**src/rtl/image_window_pooling_core_defines.svh**
```systemverilog
// Assertion macros for the image window pooling core.
// Included by the modules that carry concurrent checks; needs signals clock and reset in scope.
`ifndef IMAGE_WINDOW_POOLING_CORE_DEFINES_SVH
`define IMAGE_WINDOW_POOLING_CORE_DEFINES_SVH
`ifndef NO_ASSERTIONS
// Check a property, held off while reset is high.
`define IWP_ASSERT(label, prop, msg) \
   label: assert property (@(posedge clock) disable iff (reset) prop) else $error(msg);
// Check a property at every edge, reset included.
`define IWP_ASSERT_RESET(label, prop, msg) \
   label: assert property (@(posedge clock) prop) else $error(msg);
`else
`define IWP_ASSERT(label, prop, msg)
`define IWP_ASSERT_RESET(label, prop, msg)
`endif
`endif

```
**src/rtl/iwp_pkg.sv**
```systemverilog
// Shared types and constants of the image window pooling core.
// No dependencies; compiled before every other file.
`default_nettype none
package iwp_pkg;
   localparam int PIX_IN_BITS     = 16;
   localparam int OUT_BITS        = 30;
   localparam int ROW_BITS        = 16;
   localparam int OCOL_BITS       = 10;
   localparam int OP_BITS         = 3;
   localparam int POOL_REG_BITS   = 4;
   localparam int WIDTH_REG_BITS  = 11;
   localparam int HEIGHT_REG_BITS = 16;
   localparam int CSR_DATA_BITS   = 32;
   localparam int CSR_ADDR_BITS   = 4;

   localparam logic [OP_BITS-1:0] OP_MAX    = 3'd0;
   localparam logic [OP_BITS-1:0] OP_MIN    = 3'd1;
   localparam logic [OP_BITS-1:0] OP_SUM    = 3'd2;
   localparam logic [OP_BITS-1:0] OP_MEAN   = 3'd3;
   localparam logic [OP_BITS-1:0] OP_MEDIAN = 3'd4;

   typedef enum logic [1:0] {
      REG_OP_MODE      = 2'd0,
      REG_POOL_SIZE    = 2'd1,
      REG_IMAGE_WIDTH  = 2'd2,
      REG_IMAGE_HEIGHT = 2'd3
   } reg_index_type;

   typedef enum logic [6:0] {
      S_IDLE   = 7'b0000001,
      S_STATS  = 7'b0000010,
      S_DECIDE = 7'b0000100,
      S_SEL_A  = 7'b0001000,
      S_SEL_B  = 7'b0010000,
      S_DIV    = 7'b0100000,
      S_LOAD   = 7'b1000000
   } state_type;

   typedef struct packed {
      logic accept;
      logic scan_start;
      logic scan_sel;
      logic sel_init;
      logic sel_round_b;
      logic div_start;
      logic load;
   } cmd_type;

   typedef struct packed {
      logic win_end;
      logic pass_done;
      logic sel_last;
      logic n_zero;
      logic n_odd;
      logic div_done;
      logic rsp_free;
      logic rsp_valid;
   } status_type;
endpackage
`default_nettype wire

```
**src/rtl/iwp_ctrl.sv**
```systemverilog
// Sequencer of the pooling core: accept, statistics pass, median passes, divide, load.
// Depends on iwp_pkg and the assertion macro header.
`default_nettype none
`include "image_window_pooling_core_defines.svh"
module iwp_ctrl (
   input  logic                          clock,
   input  logic                          reset,
   input  logic                          req_valid,
   output logic                          req_ready,
   input  logic [iwp_pkg::OP_BITS-1:0]  op_mode,
   input  iwp_pkg::status_type          status,
   output iwp_pkg::cmd_type             cmd
);
   import iwp_pkg::*;

   state_type state_ff, state_in;

   always_comb begin
      state_in  = state_ff;
      cmd       = '0;
      req_ready = 1'b0;
      unique case (state_ff)
         S_IDLE: begin
            req_ready  = 1'b1;
            cmd.accept = req_valid;
            if (req_valid && status.win_end) begin
               cmd.scan_start = 1'b1;
               state_in       = S_STATS;
            end
         end
         S_STATS: begin
            if (status.pass_done) state_in = S_DECIDE;
         end
         S_DECIDE: begin
            priority if (status.n_zero) begin
               state_in = S_LOAD;
            end else if (op_mode == OP_MEAN) begin
               cmd.div_start = 1'b1;
               state_in      = S_DIV;
            end else if (op_mode == OP_MEDIAN) begin
               cmd.sel_init   = 1'b1;
               cmd.scan_start = 1'b1;
               cmd.scan_sel   = 1'b1;
               state_in       = S_SEL_A;
            end else begin
               state_in = S_LOAD;
            end
         end
         S_SEL_A: begin
            if (status.pass_done) begin
               priority if (!status.sel_last) begin
                  cmd.scan_start = 1'b1;
                  cmd.scan_sel   = 1'b1;
               end else if (!status.n_odd) begin
                  cmd.sel_init    = 1'b1;
                  cmd.sel_round_b = 1'b1;
                  cmd.scan_start  = 1'b1;
                  cmd.scan_sel    = 1'b1;
                  state_in        = S_SEL_B;
               end else begin
                  state_in = S_LOAD;
               end
            end
         end
         S_SEL_B: begin
            if (status.pass_done) begin
               if (!status.sel_last) begin
                  cmd.scan_start = 1'b1;
                  cmd.scan_sel   = 1'b1;
               end else begin
                  state_in = S_LOAD;
               end
            end
         end
         S_DIV: begin
            if (status.div_done) state_in = S_LOAD;
         end
         S_LOAD: begin
            if (status.rsp_free) begin
               cmd.load = 1'b1;
               state_in = S_IDLE;
            end
         end
         default: state_in = S_IDLE;
      endcase
   end

   always_ff @(posedge clock) begin
      if (reset) begin
         state_ff <= S_IDLE;
      end else begin
         state_ff <= state_in;
      end
   end

   `IWP_ASSERT(a_pass_in_scan, status.pass_done |-> (state_ff == S_STATS || state_ff == S_SEL_A || state_ff == S_SEL_B), "scan pass ended outside a scan state")
   `IWP_ASSERT(a_div_in_div, status.div_done |-> (state_ff == S_DIV), "divider finished outside divide state")
   `IWP_ASSERT(a_load_valid, cmd.load |=> status.rsp_valid, "loaded result not presented")
   `IWP_ASSERT_RESET(a_reset_idle, reset |=> (state_ff == S_IDLE), "sequencer not idle after reset")
endmodule
`default_nettype wire

```
**config.mk**
```make
export PLATFORM = sky130hd
export DESIGN_NAME = iwp_ctrl
export DESIGN_NICKNAME = d
export VERILOG_FILES = /design/src/rtl/iwp_pkg.sv /design/src/rtl/iwp_ctrl.sv
export VERILOG_INCLUDE_DIRS = /design/src /design/src/rtl
export SDC_FILE = /design/constraint.sdc
export NUM_CORES = 1
export LEC_CHECK = 0
export BUFFER_PORTS_ARGS = -buffer_cell sky130_fd_sc_hd__buf_2
export CORE_MARGIN = 2
export CORE_UTILIZATION = 52
export CTS_BUF_LIST = sky130_fd_sc_hd__clkbuf_4
export DETAILED_ROUTE_END_ITERATION = 10
export PLACE_DENSITY = 0.81
export SLEW_MARGIN = 10
export SYNTH_ARGS = -nofsm -noshare
export SYNTH_HDL_FRONTEND = slang
export SYNTH_SLANG_ARGS = --single-unit
```
**constraint.sdc**
```tcl
create_clock -name clock -period 2.2 [get_ports clock]
set_input_delay 0.44 -clock clock [delete_from_list [all_inputs] [get_ports clock]]
set_output_delay 0.44 -clock clock [all_outputs]
set_load 0.005 [all_outputs]
```
==> key figures <==
Run status
  – Status: finished, final reports clean

STA
  – Peak Freq: about 470 MHz
  – Worst Tran Pin Value: roughly 0.42 ns
  – Fin crit share: 95.9%
  – RSZ-0062 raised after global routing: no
  – Final setup viols: 0
  – Slew headroom: between 70% and 80%
  – Fin. max-slew vios: 0
  – WHS: approximately 0.38 ns
  – Min Tclk post-route: roughly 2.1 ns
  – TNS Setup: 0 ns
  – Final Hold Fails: 0
  – Setup Skew: roughly 0.0017 ns

Layout
  – Layout Cells excl Fill: between 100 and 150
  – Share of cells above drive strength 1: 45.9%
  – Largest register FFs: 7
  – Area Overhead vs Synth: 15.1%
  – Commonest non-fill, non-tap cell in the layout: buf_2
  – Design area: around 800 sq um
  – Commonest non-fill, non-tap cells in the layout: buf_2 (20), inv_1 (6), nand3_1 (6), dfxtp_2 (6)
  – Antenna diodes: 0
  – Layout Nets: approximately 110
  – Largest Register: state_ff
  – Top flop regs: state_ff: 7 flops

Place
  – Port-buffer cells: 20
  – GP Congestion: between 0.8 and 0.9
  – Placed Cells: between 100 and 150
  – Placed wire-length estimate: 1210 microns
  – Placed inst area: 774 sq um

Power
  – Leak: 0.000345 uW
  – Power, Total: approximately 360 uW
  – PwrDens: 437 mW/mm^2
  – Peak VDD IR: roughly 0.00032 V

Route
  – Residual DRC: 0
  – First-pass iteration count of the detailed router: 4
  – 1st-iter DRT viols: 32
  – Post-route ant nets: 0
  – Vias post-DR: around 700
  – Drt total wl: roughly 1600 microns
  – Vias/cell: slightly above 6
  – Drt wl/cell: about 14 microns

Floorplanning
  – Die Y: between 40 and 50 microns
  – DIE WIDTH: about 41 microns
  – Ports: 22
  – Initial Util: roughly 55%
  – Row count: 13
  – Core area: 0.00128 sq mm
  – DIE AREA: around 0.0017 sq mm

Yosys
  – Netlist cell types: 43
  – Cell area after synthesis: ~710 sq um
  – Main synth FF type: dfxtp_1
  – Post-synth ARST share: 0%
  – Synth top area share: roughly a fifth
  – Synth area leader: dfxtp_1
  – Post-synth EDFFs: 0
  – Synth Warn #: 0
  – Top cells by area, synth: dfxtp_1 (20%), nor4_4 (6.0%), buf_6 (4.7%)
  – Syn_area_per_cell: between 8 and 9 sq um
  – Sequential-to-total area share from yosys stat: around a fifth
  – Syn Nets: 94
  – Gate Count Post-Synth: 80
  – Post-synthesis register bit count: 7

CTS
  – Clock tree buffer depth: 2
  – Clock Sinks: 7
  – TritonCTS clock tree: yes
  – # H-tree levels: 1
  – Clk_lat worst skew: approximately 0.25 ns
  – Clock slew at reported path FFs: approximately 0.050 ns
  – Num CTS Buffers: 3
  – Clock Root Buffer: clkbuf_4

Global route
  – Antenna violations before repair: 0
  – Total track usage: a little under a quarter
  – First-pass GRT wire length: between 2000 and 3000 microns
  – Largest net degree at the start of global routing: 13
  – Gr ovfl total: 0
  – Number of global-route vias before repair: about 630

Worst hold path
  – Min-delay worst type: primary input to flip-flop

Critical path
  – Crit path kind: flip-flop to output pin
  – Worst Path Arrival: roughly 1.7 ns
  – Crit Path Max Fanout: 7
  – CP Capture Type: output pin
  – Worst Path Required: between 1.5 and 2 ns
  – Worst setup SP type: flip-flop

Job
  – Max-Cap Viols: 0
==> stage by stage <==
step                      worst slack [ns]  utilization (%)
final                               0.0903             63.8
after global routing               0.00225             63.8
after CTS                           0.0221             63.3
after detailed placement             0.170             60.3
after global placement               0.191             60.3
after floorplan                      0.417                -
==> power by group <==
| group | internal [uW] | switching, uW | leakage, uW |
|---|---|---|---|
| clock | 81.7 | 49.4 | 0.0000184 |
| sequential | 132 | 12.9 | 0.0000589 |
| combinational | 41.8 | 40.6 | 0.000268 |
==> timing repair <==
| action | in CTS | in global routing |
|---|---|---|
| hold buffers | 0 | 0 |
| gates resized for setup | 1 | 5 |
| endpoints found under the setup margin | 4 | 3 |
| endpoints found under the hold margin | 0 | 0 |
| pin swaps | 1 | 1 |
| setup buffers | 1 | 0 |
==> kinds of logic after synthesis <==
group	count (synthesis)	share of synthesized area, %
compound gates	17	20.4
xor+xnor	2	2.46
buf+inv	13	11.1
simple gates	41	46.4
flops	7	19.7
==> critical path, stage by stage, from the launching register on <==
cell,delay (ns)
dfxtp_2,0.38
nor4_4,0.40
and4_2,0.29
o21ai_0,0.14
nand3_1,0.10
buf_2,0.11
==> cells in the mapped netlist, drive strengths merged, types with 2 or more instances <==
library cell  instances
inv                   6
dfxtp                 7
buf                   6
nor3                  3
nand4b                3
nor4                  4
nand2                 4
or3                   2
xor2                  2
nor4b                 3
o21ai                 2
a31o                  2
nand3                 6
nand4                 2
nand3b                2
and4                  2
a21oi                 3
o21a                  3
nor2                  2
==> layer usage <==
layer | vias to the layer above | wire, microns | track usage (%)
met3 | 4 | 144 | 3.26
met4 | 0 | 36 | 14.2
met5 | - | 0 | 0
li1 | 345 | - | -
met1 | 311 | 643 | 28.4
met2 | 38 | 765 | 37.5
==> layout make-up <==
class	count	area (sq um)
Clock buffer	4	30.0
Tap cell	15	18.8
Fill cell	109	465
Multi-Input combinational cell	60	493
Timing Repair Buffer	21	108
Inverter	6	22.5
Sequential cell	7	148
==> path summary, 6_finish.rpt <==
check,start,endpoint,slack [ns],cells past startpoint
max reg2reg,state_ff[3],state_ff[3],0.53,4
min,reset,state_ff[6],0.38,2
max,state_ff[0],cmd[5],0.09,5
min reg2reg,state_ff[1],state_ff[2],0.56,2
Power figures use the tool's default switching activity.
