<file path="src/rtl/image_window_pooling_core_defines.svh">
// Assertion macros for the image window pooling core.
// Included by the modules that carry concurrent checks; needs signals clock and reset in scope.
`ifndef IMAGE_WINDOW_POOLING_CORE_DEFINES_SVH
`define IMAGE_WINDOW_POOLING_CORE_DEFINES_SVH
`ifndef NO_ASSERTIONS
// Check a property, held off while reset is high.
`define IWP_ASSERT(label, prop, msg) \
   label: assert property (@(posedge clock) disable iff (reset) prop) else $error(msg);
// Check a property at every edge, reset included.
`define IWP_ASSERT_RESET(label, prop, msg) \
   label: assert property (@(posedge clock) prop) else $error(msg);
`else
`define IWP_ASSERT(label, prop, msg)
`define IWP_ASSERT_RESET(label, prop, msg)
`endif
`endif

</file>
<file path="src/rtl/iwp_pkg.sv">
// Shared types and constants of the image window pooling core.
// No dependencies; compiled before every other file.
`default_nettype none
package iwp_pkg;
   localparam int PIX_IN_BITS     = 16;
   localparam int OUT_BITS        = 30;
   localparam int ROW_BITS        = 16;
   localparam int OCOL_BITS       = 10;
   localparam int OP_BITS         = 3;
   localparam int POOL_REG_BITS   = 4;
   localparam int WIDTH_REG_BITS  = 11;
   localparam int HEIGHT_REG_BITS = 16;
   localparam int CSR_DATA_BITS   = 32;
   localparam int CSR_ADDR_BITS   = 4;

   localparam logic [OP_BITS-1:0] OP_MAX    = 3'd0;
   localparam logic [OP_BITS-1:0] OP_MIN    = 3'd1;
   localparam logic [OP_BITS-1:0] OP_SUM    = 3'd2;
   localparam logic [OP_BITS-1:0] OP_MEAN   = 3'd3;
   localparam logic [OP_BITS-1:0] OP_MEDIAN = 3'd4;

   typedef enum logic [1:0] {
      REG_OP_MODE      = 2'd0,
      REG_POOL_SIZE    = 2'd1,
      REG_IMAGE_WIDTH  = 2'd2,
      REG_IMAGE_HEIGHT = 2'd3
   } reg_index_type;

   typedef enum logic [6:0] {
      S_IDLE   = 7'b0000001,
      S_STATS  = 7'b0000010,
      S_DECIDE = 7'b0000100,
      S_SEL_A  = 7'b0001000,
      S_SEL_B  = 7'b0010000,
      S_DIV    = 7'b0100000,
      S_LOAD   = 7'b1000000
   } state_type;

   typedef struct packed {
      logic accept;
      logic scan_start;
      logic scan_sel;
      logic sel_init;
      logic sel_round_b;
      logic div_start;
      logic load;
   } cmd_type;

   typedef struct packed {
      logic win_end;
      logic pass_done;
      logic sel_last;
      logic n_zero;
      logic n_odd;
      logic div_done;
      logic rsp_free;
      logic rsp_valid;
   } status_type;
endpackage
`default_nettype wire

</file>
<file path="src/rtl/iwp_csr.sv">
// Configuration registers behind an APB-style port, with clamped window geometry.
// Depends on iwp_pkg.
`default_nettype none
module iwp_csr #(
   parameter int MAX_POOL  = 8,
   parameter int MAX_WIDTH = 1024
) (
   input  logic                                clock,
   input  logic                                reset,
   input  logic                                psel,
   input  logic                                penable,
   input  logic                                pwrite,
   input  logic [iwp_pkg::CSR_ADDR_BITS-1:0]  paddr,
   input  logic [iwp_pkg::CSR_DATA_BITS-1:0]  pwdata,
   output logic [iwp_pkg::CSR_DATA_BITS-1:0]  prdata,
   output logic                                pready,
   output logic [iwp_pkg::OP_BITS-1:0]        op_mode,
   output logic [$clog2(MAX_POOL+1)-1:0]       p_last,
   output logic [$clog2(MAX_WIDTH)-1:0]        w_last,
   output logic [iwp_pkg::ROW_BITS-1:0]       h_last,
   output logic                                cfg_wr
);
   import iwp_pkg::*;

   localparam int PW = $clog2(MAX_POOL + 1);
   localparam int CW = $clog2(MAX_WIDTH);

   logic [OP_BITS-1:0]         op_ff;
   logic [POOL_REG_BITS-1:0]   pool_ff;
   logic [WIDTH_REG_BITS-1:0]  width_ff;
   logic [HEIGHT_REG_BITS-1:0] height_ff;
   reg_index_type              index;

   assign pready  = 1'b1;
   assign cfg_wr  = psel && penable && pwrite;
   assign index   = reg_index_type'(paddr[3:2]);
   assign op_mode = op_ff;

   always_ff @(posedge clock) begin
      if (reset) begin
         op_ff     <= OP_MAX;
         pool_ff   <= POOL_REG_BITS'(2);
         width_ff  <= WIDTH_REG_BITS'(1024);
         height_ff <= HEIGHT_REG_BITS'(1024);
      end else if (cfg_wr) begin
         unique case (index)
            REG_OP_MODE:      op_ff     <= pwdata[OP_BITS-1:0];
            REG_POOL_SIZE:    pool_ff   <= pwdata[POOL_REG_BITS-1:0];
            REG_IMAGE_WIDTH:  width_ff  <= pwdata[WIDTH_REG_BITS-1:0];
            REG_IMAGE_HEIGHT: height_ff <= pwdata[HEIGHT_REG_BITS-1:0];
         endcase
      end
   end

   always_comb begin
      unique case (index)
         REG_OP_MODE:      prdata = CSR_DATA_BITS'(op_ff);
         REG_POOL_SIZE:    prdata = CSR_DATA_BITS'(pool_ff);
         REG_IMAGE_WIDTH:  prdata = CSR_DATA_BITS'(width_ff);
         REG_IMAGE_HEIGHT: prdata = CSR_DATA_BITS'(height_ff);
      endcase
   end

   // Clamp zero to one, and large pool size and width values to the build limits.
   always_comb begin
      priority if (pool_ff == '0) begin
         p_last = '0;
      end else if (int'(pool_ff) > MAX_POOL) begin
         p_last = PW'(MAX_POOL - 1);
      end else begin
         p_last = PW'(pool_ff - POOL_REG_BITS'(1));
      end
      priority if (width_ff == '0) begin
         w_last = '0;
      end else if (int'(width_ff) > MAX_WIDTH) begin
         w_last = CW'(MAX_WIDTH - 1);
      end else begin
         w_last = CW'(width_ff - WIDTH_REG_BITS'(1));
      end
      h_last = (height_ff == '0) ? '0 : height_ff - HEIGHT_REG_BITS'(1);
   end
endmodule
`default_nettype wire

</file>
<file path="config.mk">
export PLATFORM = sky130hd
export DESIGN_NAME = iwp_csr
export DESIGN_NICKNAME = d
export VERILOG_FILES = /design/src/rtl/image_window_pooling_core_defines.svh /design/src/rtl/iwp_pkg.sv /design/src/rtl/iwp_csr.sv
export SDC_FILE = /design/constraint.sdc
export NUM_CORES = 1
export LEC_CHECK = 0
export CAP_MARGIN = 15
export CORE_UTILIZATION = 55
export CTS_CLUSTER_SIZE = 10
export DETAILED_ROUTE_END_ITERATION = 8
export DONT_BUFFER_PORTS = 1
export PLACE_DENSITY = 0.73
export SLEW_MARGIN = 10
export SYNTH_ARGS = -nofsm -noshare
export SYNTH_HDL_FRONTEND = slang
export SYNTH_SLANG_ARGS = --single-unit
</file>
<file path="constraint.sdc">
create_clock -name clock -period 1.8 [get_ports clock]
set_input_delay 0.18 -clock clock [delete_from_list [all_inputs] [get_ports clock]]
set_output_delay 0.18 -clock clock [all_outputs]
set_load 0.05 [all_outputs]
</file>
==> results of run 1 <==
==> how the worst max path moves through the flow <==
stage,end,slack (ns)
floorplan,p_last[0],-0.27
global placement,h_last[15],-0.04
detailed placement,h_last[15],-0.06
CTS,h_last[6],-0.33
global route,h_last[5],-0.39
finish,h_last[6],-0.36
==> repair_timing <==
item,CTS,global route
pin swaps,18,13
hold buffers,1,0
gates resized for setup,52,28
hold endpoints to repair,34,0
endpoints found under the setup margin,26,29
buffers inserted,13,4
==> routing by layer <==
metal	global-route usage	share of wire	up-vias
met3	0.1115	0.096	84
met5	0	0	-
met2	0.6856	0.50	257
met1	0.4072	0.33	1298
li1	-	-	1192
met4	0.2527	0.071	0
==> placed cells by master, fill, tap and decap left out, types with 6 or more instances in the layout <==
cell / netlist / routed
buf_4: 18 / 67
nand2_1: 48 / 44
nor2_1: 35 / 26
dfxtp_1: 34 / 23
mux2i_1: 22 / 22
a21oi_1: 21 / 18
conb_1: 2 / 17
buf_6: 0 / 11
buf_12: 0 / 11
nor2b_1: 11 / 10
nor2_4: 1 / 10
and3_1: 8 / 8
dfxtp_2: 0 / 8
inv_1: 10 / 6
o21ai_2: 0 / 6
clkbuf_8: 0 / 6
==> flip-flops by register name, indices dropped and copies added, names as in the netlist <==
name	flops
height_ff	16
op_mode	3
pool_ff	4
width_ff	11
==> final cells by class <==
cell class              instances  area share
multi-input cells             246      0.5177
inverters                      10     0.01010
well taps                      50     0.01683
clock inverters                 1    0.001346
clock buffers                   7     0.02322
repair buffers                 92      0.2420
flip-flops and latches         34      0.1888
==> through the flow <==
step                      setup TNS (ns)  instances
final                             -7.303        440
after detailed placement         -0.3716        414
after CTS                         -5.784        436
after floorplan                   -1.720        323
after global routing              -8.183        440
after global placement           -0.1070        414
==> power by group through the flow <==
| stage | clock (mW) | sequential, mW | combinational (mW) |
|---|---|---|---|
| after detailed placement | 0 | 0.789 | 0.555 |
| after global routing | 0.628 | 0.773 | 0.700 |
| after global placement | 0 | 0.789 | 0.548 |
| final | 0.610 | 0.773 | 0.676 |
| after floorplan | 0 | 0.794 | 0.452 |
| after CTS | 0.590 | 0.769 | 0.617 |
==> kinds of logic (layout without fill, tap and decap cells) <==
group / after synthesis / in the layout / share of synthesized area
buf+inv: 43 / 110 / 0.09879
compound gates: 46 / 46 / 0.1136
mux: 31 / 31 / 0.1500
other cells: 2 / 17 / 0.003171
flops: 34 / 34 / 0.2874
simple gates: 141 / 141 / 0.3016
fa+ha+maj: 3 / 3 / 0.01585
xor+xnor: 8 / 8 / 0.02958
==> impl_metrics.ini, run 1 <==
[power_and_ir_drop]
p_clk_frac = 0.296
leakagePower_nw = 1.686
switching_share = 0.3643
seq_power_share = 0.375
p_per_area_nw_per_um2 = 553.8
combPwrFrac = 0.329
power_switching_uw = 750.0
fin_total_pwr_mw = 2.059
p_int_mw = 1.309
peakVddDrop_v = 0.0005953

[sta]
clock-skew-final_ns = 0
setup_slack_ns = -0.3647
fmax_ghz = 0.4620
drv_slew = 0
rsz0062_at_grt = true
timing.final.crit_share = 1.203
period_needed_ns = 2.165
finalSetupViolations = 27
hold_ws_ns = 0.002025
slew-limit-headroom = 0.5725
finalHoldViolCount = 0
worst_slew_pin_slew_ns = 0.6404

[critical_path]
crit_type = flip-flop to output pin
r2r_slack_ns = 0.77
worstPathBufferInverterCount = 1
crit_start = height_ff[12]
r2r_cells = 1
r2r-end = width_ff[10]
cp_cell_sequence = or4_4, or3_4, nor2_4, buf_12, nor2_4
crit_fanout = 4
critPathTopFamily = simple AND/OR/NAND/NOR gates
r2r_start = width_ff[10]
slowest_delay_ns = 0.57
end_kind = output pin
cpMaxStageDelayCell = or4_4
cp_common_cell = nor2_4
cp-start-kind = flip-flop
cp_data_required_time_ns = 1.62
cp.arrival_ns = 1.98
crit_cells = 5

[synth]
synth_top_area_cell = dfxtp_1
synth_flop_cell = dfxtp_1
synthTopCellsByArea = dfxtp_1, mux2i_1, nand2_1
synth.distinct_cells = 45
yosys-top-cells-count = nand2_1, nor2_1, dfxtp_1
synth_most_common_cell = nand2_1
synth_edf_count = 0
synthCells = 308
synth_top_area_share = 0.2874
async_reset_ff_frac = 0
synth_seq_cells = 34
netlist_area_um2 = 2369
synth_seq_area_share = 0.2874
synth.avg_cell_area_um2 = 7.690
synth_warnings = 0

[final_layout]
seq_area_um2 = 701.9
fillers = 155
final_util = 0.9161
multi_input_area_um2 = 1924
n_antenna_cell = 0
drive_gt1_frac = 0.4615
fin_area_um2 = 3717
final_nets = 433
syn_to_final_growth_pct = 56.95

[floorplan]
core_area_um2 = 4058
die_area_um2 = 4573
start_util = 0.5837
io_pins = 108
die_w_um = 67.63
die_h_um = 67.63
fp-row-count = 23

[clock_tree]
path_clk_slew_ns = 0.07
cts_sinks = 34
cts.root.buffer_cell = clkbuf_8
cts_tree = yes
clk_latency_ns = 0.29
h-tree-depth = 2
clock_path_buffers = 2
cts_buffers = 5

[place]
io_buffers = 0
place_area_um2 = 3158
place_congestion = 0.9026
hpwlAfterDp_um = 4876
dp_slack_ns = -0.06398

[global_route]
grt_max_degree = 35
track_usage = 0.3928
antenna_found_initial = 0
grt_overflow = 0
grt_pass1_vias = 2683
grt_pass1_wl_um = 13010

[hold_path]
hp-start = pwdata[1]
hold-path-endpoint = pool_ff[1]
hold_depth = 1
hold_class = input pin to flip-flop

[routing]
drc = 0
initialDrtViolationCount = 209
drtPass1Iterations = 5
drt-total-wl_um = 10050
drt.antenna.violating_nets = 0
vias_per_cell = 6.434
via_count = 2831
drt-wirelength-per-cell_um = 22.83

[outcome]
violations = negative setup slack
status = finished, violations left

[flow_run]
drv_cap = 0
Note: power is estimated with default switching activity, not from simulation.
==> run 2, diff against run 1 <==
--- a/config.mk
+++ b/config.mk
@@ -10,7 +10,7 @@
 export CTS_CLUSTER_SIZE = 10
 export DETAILED_ROUTE_END_ITERATION = 8
 export DONT_BUFFER_PORTS = 1
-export PLACE_DENSITY = 0.73
+export PLACE_DENSITY = 0.7
 export SLEW_MARGIN = 10
 export SYNTH_ARGS = -nofsm -noshare
 export SYNTH_HDL_FRONTEND = slang
==> constraint.sdc (replaced) <==
create_clock -name clock -period 2.21 [get_ports clock]
set_input_delay 0.221 -clock clock [delete_from_list [all_inputs] [get_ports clock]]
set_output_delay 0.221 -clock clock [all_outputs]
set_load 0.05 [all_outputs]
==> run 2 against run 1 <==
The run still ends with negative setup slack left. Via count fell by 22%. Flip-flop and latch count did not move. Combinational power fell by 42%. Final cell count fell by 11%. Setup slack improved by 0.35 ns.
==> impl_metrics.ini, run 2 (synthesis gave the netlist of run 1 again) <==
[outcome]
status = finished, violations left
violations = negative setup slack

[sta]
setup_slack_ns = -0.01840
clock-skew-final_ns = 0
finalHoldViolCount = 0
worst_slew_pin_slew_ns = 1.103
timing.final.crit_share = 1.008
rsz0062_at_grt = true
slew-limit-headroom = 0.2624
fmax_ghz = 0.4488
hold_ws_ns = 0.02534
drv_slew = 0
finalSetupViolations = 5
period_needed_ns = 2.228
setup-tns-final_ns = -0.04592

[routing]
drt-wirelength-per-cell_um = 15.03
drc = 0
vias_per_cell = 5.663
drtPass1Iterations = 4
drt.antenna.violating_nets = 0
drt-total-wl_um = 5892
via_count = 2220
initialDrtViolationCount = 90

[floorplan]
core_area_um2 = 4058
start_util = 0.5837
die_w_um = 67.63
fp-row-count = 23
die_h_um = 67.63
io_pins = 108
die_area_um2 = 4573

[place]
hpwlAfterDp_um = 4247
dp_slack_ns = 0.1415
place_congestion = 0.8901
io_buffers = 0
dp_cells = 381
place_area_um2 = 2608

[clock_tree]
cts_sinks = 34
path_clk_slew_ns = 0.07
clk_latency_ns = 0.29
cts_buffers = 5
clock_path_buffers = 2
cts.root.buffer_cell = clkbuf_8
h-tree-depth = 2
cts_tree = yes

[final_layout]
drive_gt1_frac = 0.2398
syn_to_final_growth_pct = 20.65
final_util = 0.7043
seq_area_um2 = 686.9
fillers = 350
multi_input_area_um2 = 1607
final_nets = 385
mostFrequentLayoutCells = nand2_1, buf_4, nor2_1
n_antenna_cell = 0
final_cells = 392
top_regs = height_ff (16), width_ff (11), pool_ff (4)
fin_area_um2 = 2858
largest_reg_flops = 16
final_common_cell = nand2_1
largest_register = height_ff

[power_and_ir_drop]
fin_total_pwr_mw = 1.590
leakagePower_nw = 1.304
p_int_mw = 1.070
p_clk_frac = 0.355
p_per_area_nw_per_um2 = 556.3
combPwrFrac = 0.247
peakVddDrop_v = 0.0005506
seq_power_share = 0.399
switching_share = 0.3272
power_switching_uw = 520.1

[critical_path]
cp-start-kind = flip-flop
cp.arrival_ns = 2.01
end_kind = output pin
crit_fanout = 5
crit_type = flip-flop to output pin
cp_data_required_time_ns = 1.99

[global_route]
antenna_found_initial = 0
track_usage = 0.2609
grt_pass1_vias = 1909
grt_overflow = 0
grt_max_degree = 30
grt_pass1_wl_um = 8859

[hold_path]
hold_class = input pin to flip-flop

[flow_run]
drv_cap = 0
run 2: changes by cell type in the layout (fill, tap and decap cells not counted), moves of 4 or more:
| cell | previous run | this run |
|---|---|---|
| buf_4 | 67 | 36 |
| buf_12 | 11 | 0 |
| nor2_4 | 10 | 1 |
| nor2_1 | 26 | 34 |
| dfxtp_1 | 23 | 29 |
| o21ai_1 | 2 | 8 |
| buf_6 | 11 | 6 |
| nand3_1 | 1 | 6 |
| o21ai_2 | 6 | 1 |
| nand3_2 | 4 | 0 |
run 2: worst max-delay path: stages (launching register included):
cell	delay (ns)
dfxtp_1	0.38
nor4_4	0.37
nand3_1	0.18
nor4_1	0.35
mux2_4	0.43
run 2: metal layers:
layer  track usage  vias to the layer above  share of wire
met4        0.1064                        0          0.014
met1        0.3265                     1058           0.43
li1              -                     1085              -
met2        0.4146                       68           0.48
met5             0                        -              0
met3       0.07601                        9          0.074
run 2: worst paths after layout:
kind,startpoint,endpoint,slack (ns),depth (start not counted)
min reg2reg,height_ff[12],height_ff[12],0.51,2
min,reset,width_ff[10],0.03,1
max reg2reg,height_ff[3],height_ff[3],1.25,3
max,height_ff[6],h_last[15],-0.02,4
run 2: timing repair:
action                                  in CTS  in global routing
pin swaps                                    3                  5
hold buffers                                 2                  0
gates resized for setup                     14                 17
endpoints found under the setup margin      18                 16
setup buffers                                0                  1
hold endpoints to repair                    29                  0
run 2: power by group through the flow:
| stage | Sequential [mW] | Combinational, mW | Clock (mW) |
|---|---|---|---|
| global placement | 0.646 | 0.359 | 0 |
| finish | 0.634 | 0.392 | 0.564 |
| floorplan | 0.646 | 0.336 | 0 |
| global route | 0.635 | 0.414 | 0.593 |
| CTS | 0.633 | 0.384 | 0.565 |
| detailed placement | 0.646 | 0.362 | 0 |
run 2: cell type report:
cell class	instances	area share
sequential	34	0.2404
clock buffer	7	0.02671
multi-input combinational	246	0.5622
tap	50	0.02189
inverter	10	0.01313
timing repair buffer	44	0.1252
clock inverter	1	0.01051
==> run 3, diff against run 2 <==
--- a/config.mk
+++ b/config.mk
@@ -7,6 +7,7 @@
 export LEC_CHECK = 0
 export CAP_MARGIN = 15
 export CORE_UTILIZATION = 55
+export CTS_CLUSTER_DIAMETER = 150
 export CTS_CLUSTER_SIZE = 10
 export DETAILED_ROUTE_END_ITERATION = 8
 export DONT_BUFFER_PORTS = 1
==> constraint.sdc (replaced) <==
create_clock -name clock -period 2.3 [get_ports clock]
set_input_delay 0.23 -clock clock [delete_from_list [all_inputs] [get_ports clock]]
set_output_delay 0.23 -clock clock [all_outputs]
set_load 0.05 [all_outputs]
==> run 3 against run 2 <==
Hold slack lost 0.014 ns. The flow still finishes with violations (negative setup slack). Non-clock buffer count fell by 2. Sequential share of layout area rose by 0.28 points. Largest cell class unchanged. Clock-buffer cell count shrank 1. Flip-flop and latch count unchanged. Wire length down 0.63%. Critical path type unchanged. Cell area decreased by 1.7%. Register-to-register slack gained 0.19 ns. Setup slack better by 0.013 ns.
==> impl_metrics.ini, run 3 (synthesis gave the netlist of run 1 again) <==
[critical_path]
crit_start = height_ff[9]
cp.arrival_ns = 2.08
slowest_delay_ns = 0.56
crit_cells = 5
cpMaxStageDelayCell = or4_4
worstPathBufferInverterCount = 1
cp_cell_sequence = or4_4, or3_4, nor2_4, a21oi_1, buf_4
r2r_cells = 3
r2r_start = height_ff[3]
cp-start-kind = flip-flop
crit_type = flip-flop to output pin
crit_fanout = 7
critPathTopFamily = simple AND/OR/NAND/NOR gates
end_kind = output pin
cp_data_required_time_ns = 2.07

[final_layout]
drive_gt1_frac = 0.2353
mostFrequentLayoutCells = nand2_1, buf_4, dfxtp_1
n_antenna_cell = 0
largest_register = height_ff
final_common_cell = nand2_1
fillers = 353
fin_area_um2 = 2809
largest_reg_flops = 16
syn_to_final_growth_pct = 18.59
final_nets = 383
top_regs = height_ff (16), width_ff (11), pool_ff (4)

[outcome]
violations = negative setup slack
status = finished, violations left

[hold_path]
hold_depth = 1
hold_class = input pin to flip-flop
hp-start = reset

[clock_tree]
cts_sinks = 34
cts.root.buffer_cell = clkbuf_8
h-tree-depth = 2
path_clk_slew_ns = 0.07
cts_buffers = 5
clock_path_buffers = 2
cts_tree = yes
clk_latency_ns = 0.29

[global_route]
antenna_found_initial = 0
grt_max_degree = 22
grt_overflow = 0
grt_pass1_wl_um = 9080
track_usage = 0.2675
grt_pass1_vias = 1894

[routing]
drt-total-wl_um = 5855
drt.antenna.violating_nets = 0
via_count = 2189
drc = 0
drtPass1Iterations = 4
initialDrtViolationCount = 73
drt-wirelength-per-cell_um = 15.01
vias_per_cell = 5.613

[sta]
hold_ws_ns = 0.01144
rsz0062_at_grt = true
finalHoldViolCount = 0
setup-tns-final_ns = -0.005119
timing.final.crit_share = 1.002
setup_slack_ns = -0.005119
drv_slew = 0
period_needed_ns = 2.305
finalSetupViolations = 1
worst_slew_pin_slew_ns = 0.8256
slew-limit-headroom = 0.4478
clock-skew-final_ns = 0
fmax_ghz = 0.4338

[place]
io_buffers = 0
place_congestion = 0.8666
place_area_um2 = 2589
hpwlAfterDp_um = 4119

[power_and_ir_drop]
combPwrFrac = 0.258
fin_total_pwr_mw = 1.440
p_int_uw = 940.6
p_per_area_nw_per_um2 = 512.8
switching_share = 0.3470
leakagePower_nw = 1.273
seq_power_share = 0.422
p_clk_frac = 0.320
power_switching_uw = 499.8
peakVddDrop_v = 0.0004361

[flow_run]
drv_cap = 0

[floorplan]
start_util = 0.5837
die_w_um = 67.63
die_h_um = 67.63
io_pins = 108
die_area_um2 = 4573
fp-row-count = 23
core_area_um2 = 4058
## run 3: cell types whose count changed in the layout (fill, tap and decap cells not counted), moves of 2 or more
| cell | change |
|---|---|
| dfxtp_1 | +3 |
| nor2_2 | +4 |
| mux2_2 | +2 |
| clkbuf_1 | -2 |
| buf_4 | -2 |
| mux2_4 | -2 |
| dfxtp_2 | -3 |
| nor2_1 | -4 |
## run 3: routing by layer
layer	up-vias	share of wire	global-route usage
li1	1090	-	-
met1	1003	0.42	0.3374
met2	87	0.48	0.4295
met3	9	0.077	0.08615
met4	0	0.015	0.07979
met5	-	0	0
## run 3: final timing paths
kind / to / slack (ns)
setup / recovery: h_last[2] / -0.005
hold / removal: height_ff[4] / 0.01
setup reg to reg: height_ff[3] / 1.44
hold reg to reg: height_ff[11] / 0.51
## run 3: metrics by stage
step,std cells,utilization,setup WS (ns)
2_1_floorplan,323,-,0.04581
3_3_place_gp,379,0.6380,0.3103
3_5_place_dp,379,0.6380,0.2821
4_1_cts,389,0.6670,0.006570
5_1_grt,390,0.6923,-0.08092
6_report,390,0.6923,-0.005119
## run 3: power by group through the flow
stage	clock [mW]	combinational, mW	sequential [mW]
CTS	0.470	0.357	0.608
global route	0.494	0.394	0.610
global placement	0	0.343	0.621
finish	0.461	0.372	0.608
floorplan	0	0.321	0.621
detailed placement	0	0.345	0.621
## run 3: what timing repair did
action | CTS | global route
buffers inserted | 0 | 1
endpoints found under the setup margin | 2 | 17
resized for setup | 1 | 25
hold buffers | 2 | 0
hold endpoints to repair | 21 | 0
pin swaps | 0 | 4
## run 3: cell type report
type                            instances  area (um2)  area share
Tap cell                               50       62.56     0.02227
Sequential cell                        34       683.2      0.2432
Clock buffer                            6       82.58     0.02940
Inverter                               10       37.54     0.01336
Clock inverter                          2       12.51    0.004454
Multi-Input combinational cell        246        1588      0.5653
Timing Repair Buffer                   42       342.8      0.1220
## run 3: worst register-to-register path, stage by stage, from the launching register on
cell and delay [ns]:
dfxtp_1 0.40, buf_4 0.19, nand2_1 0.05, a21oi_1 0.14
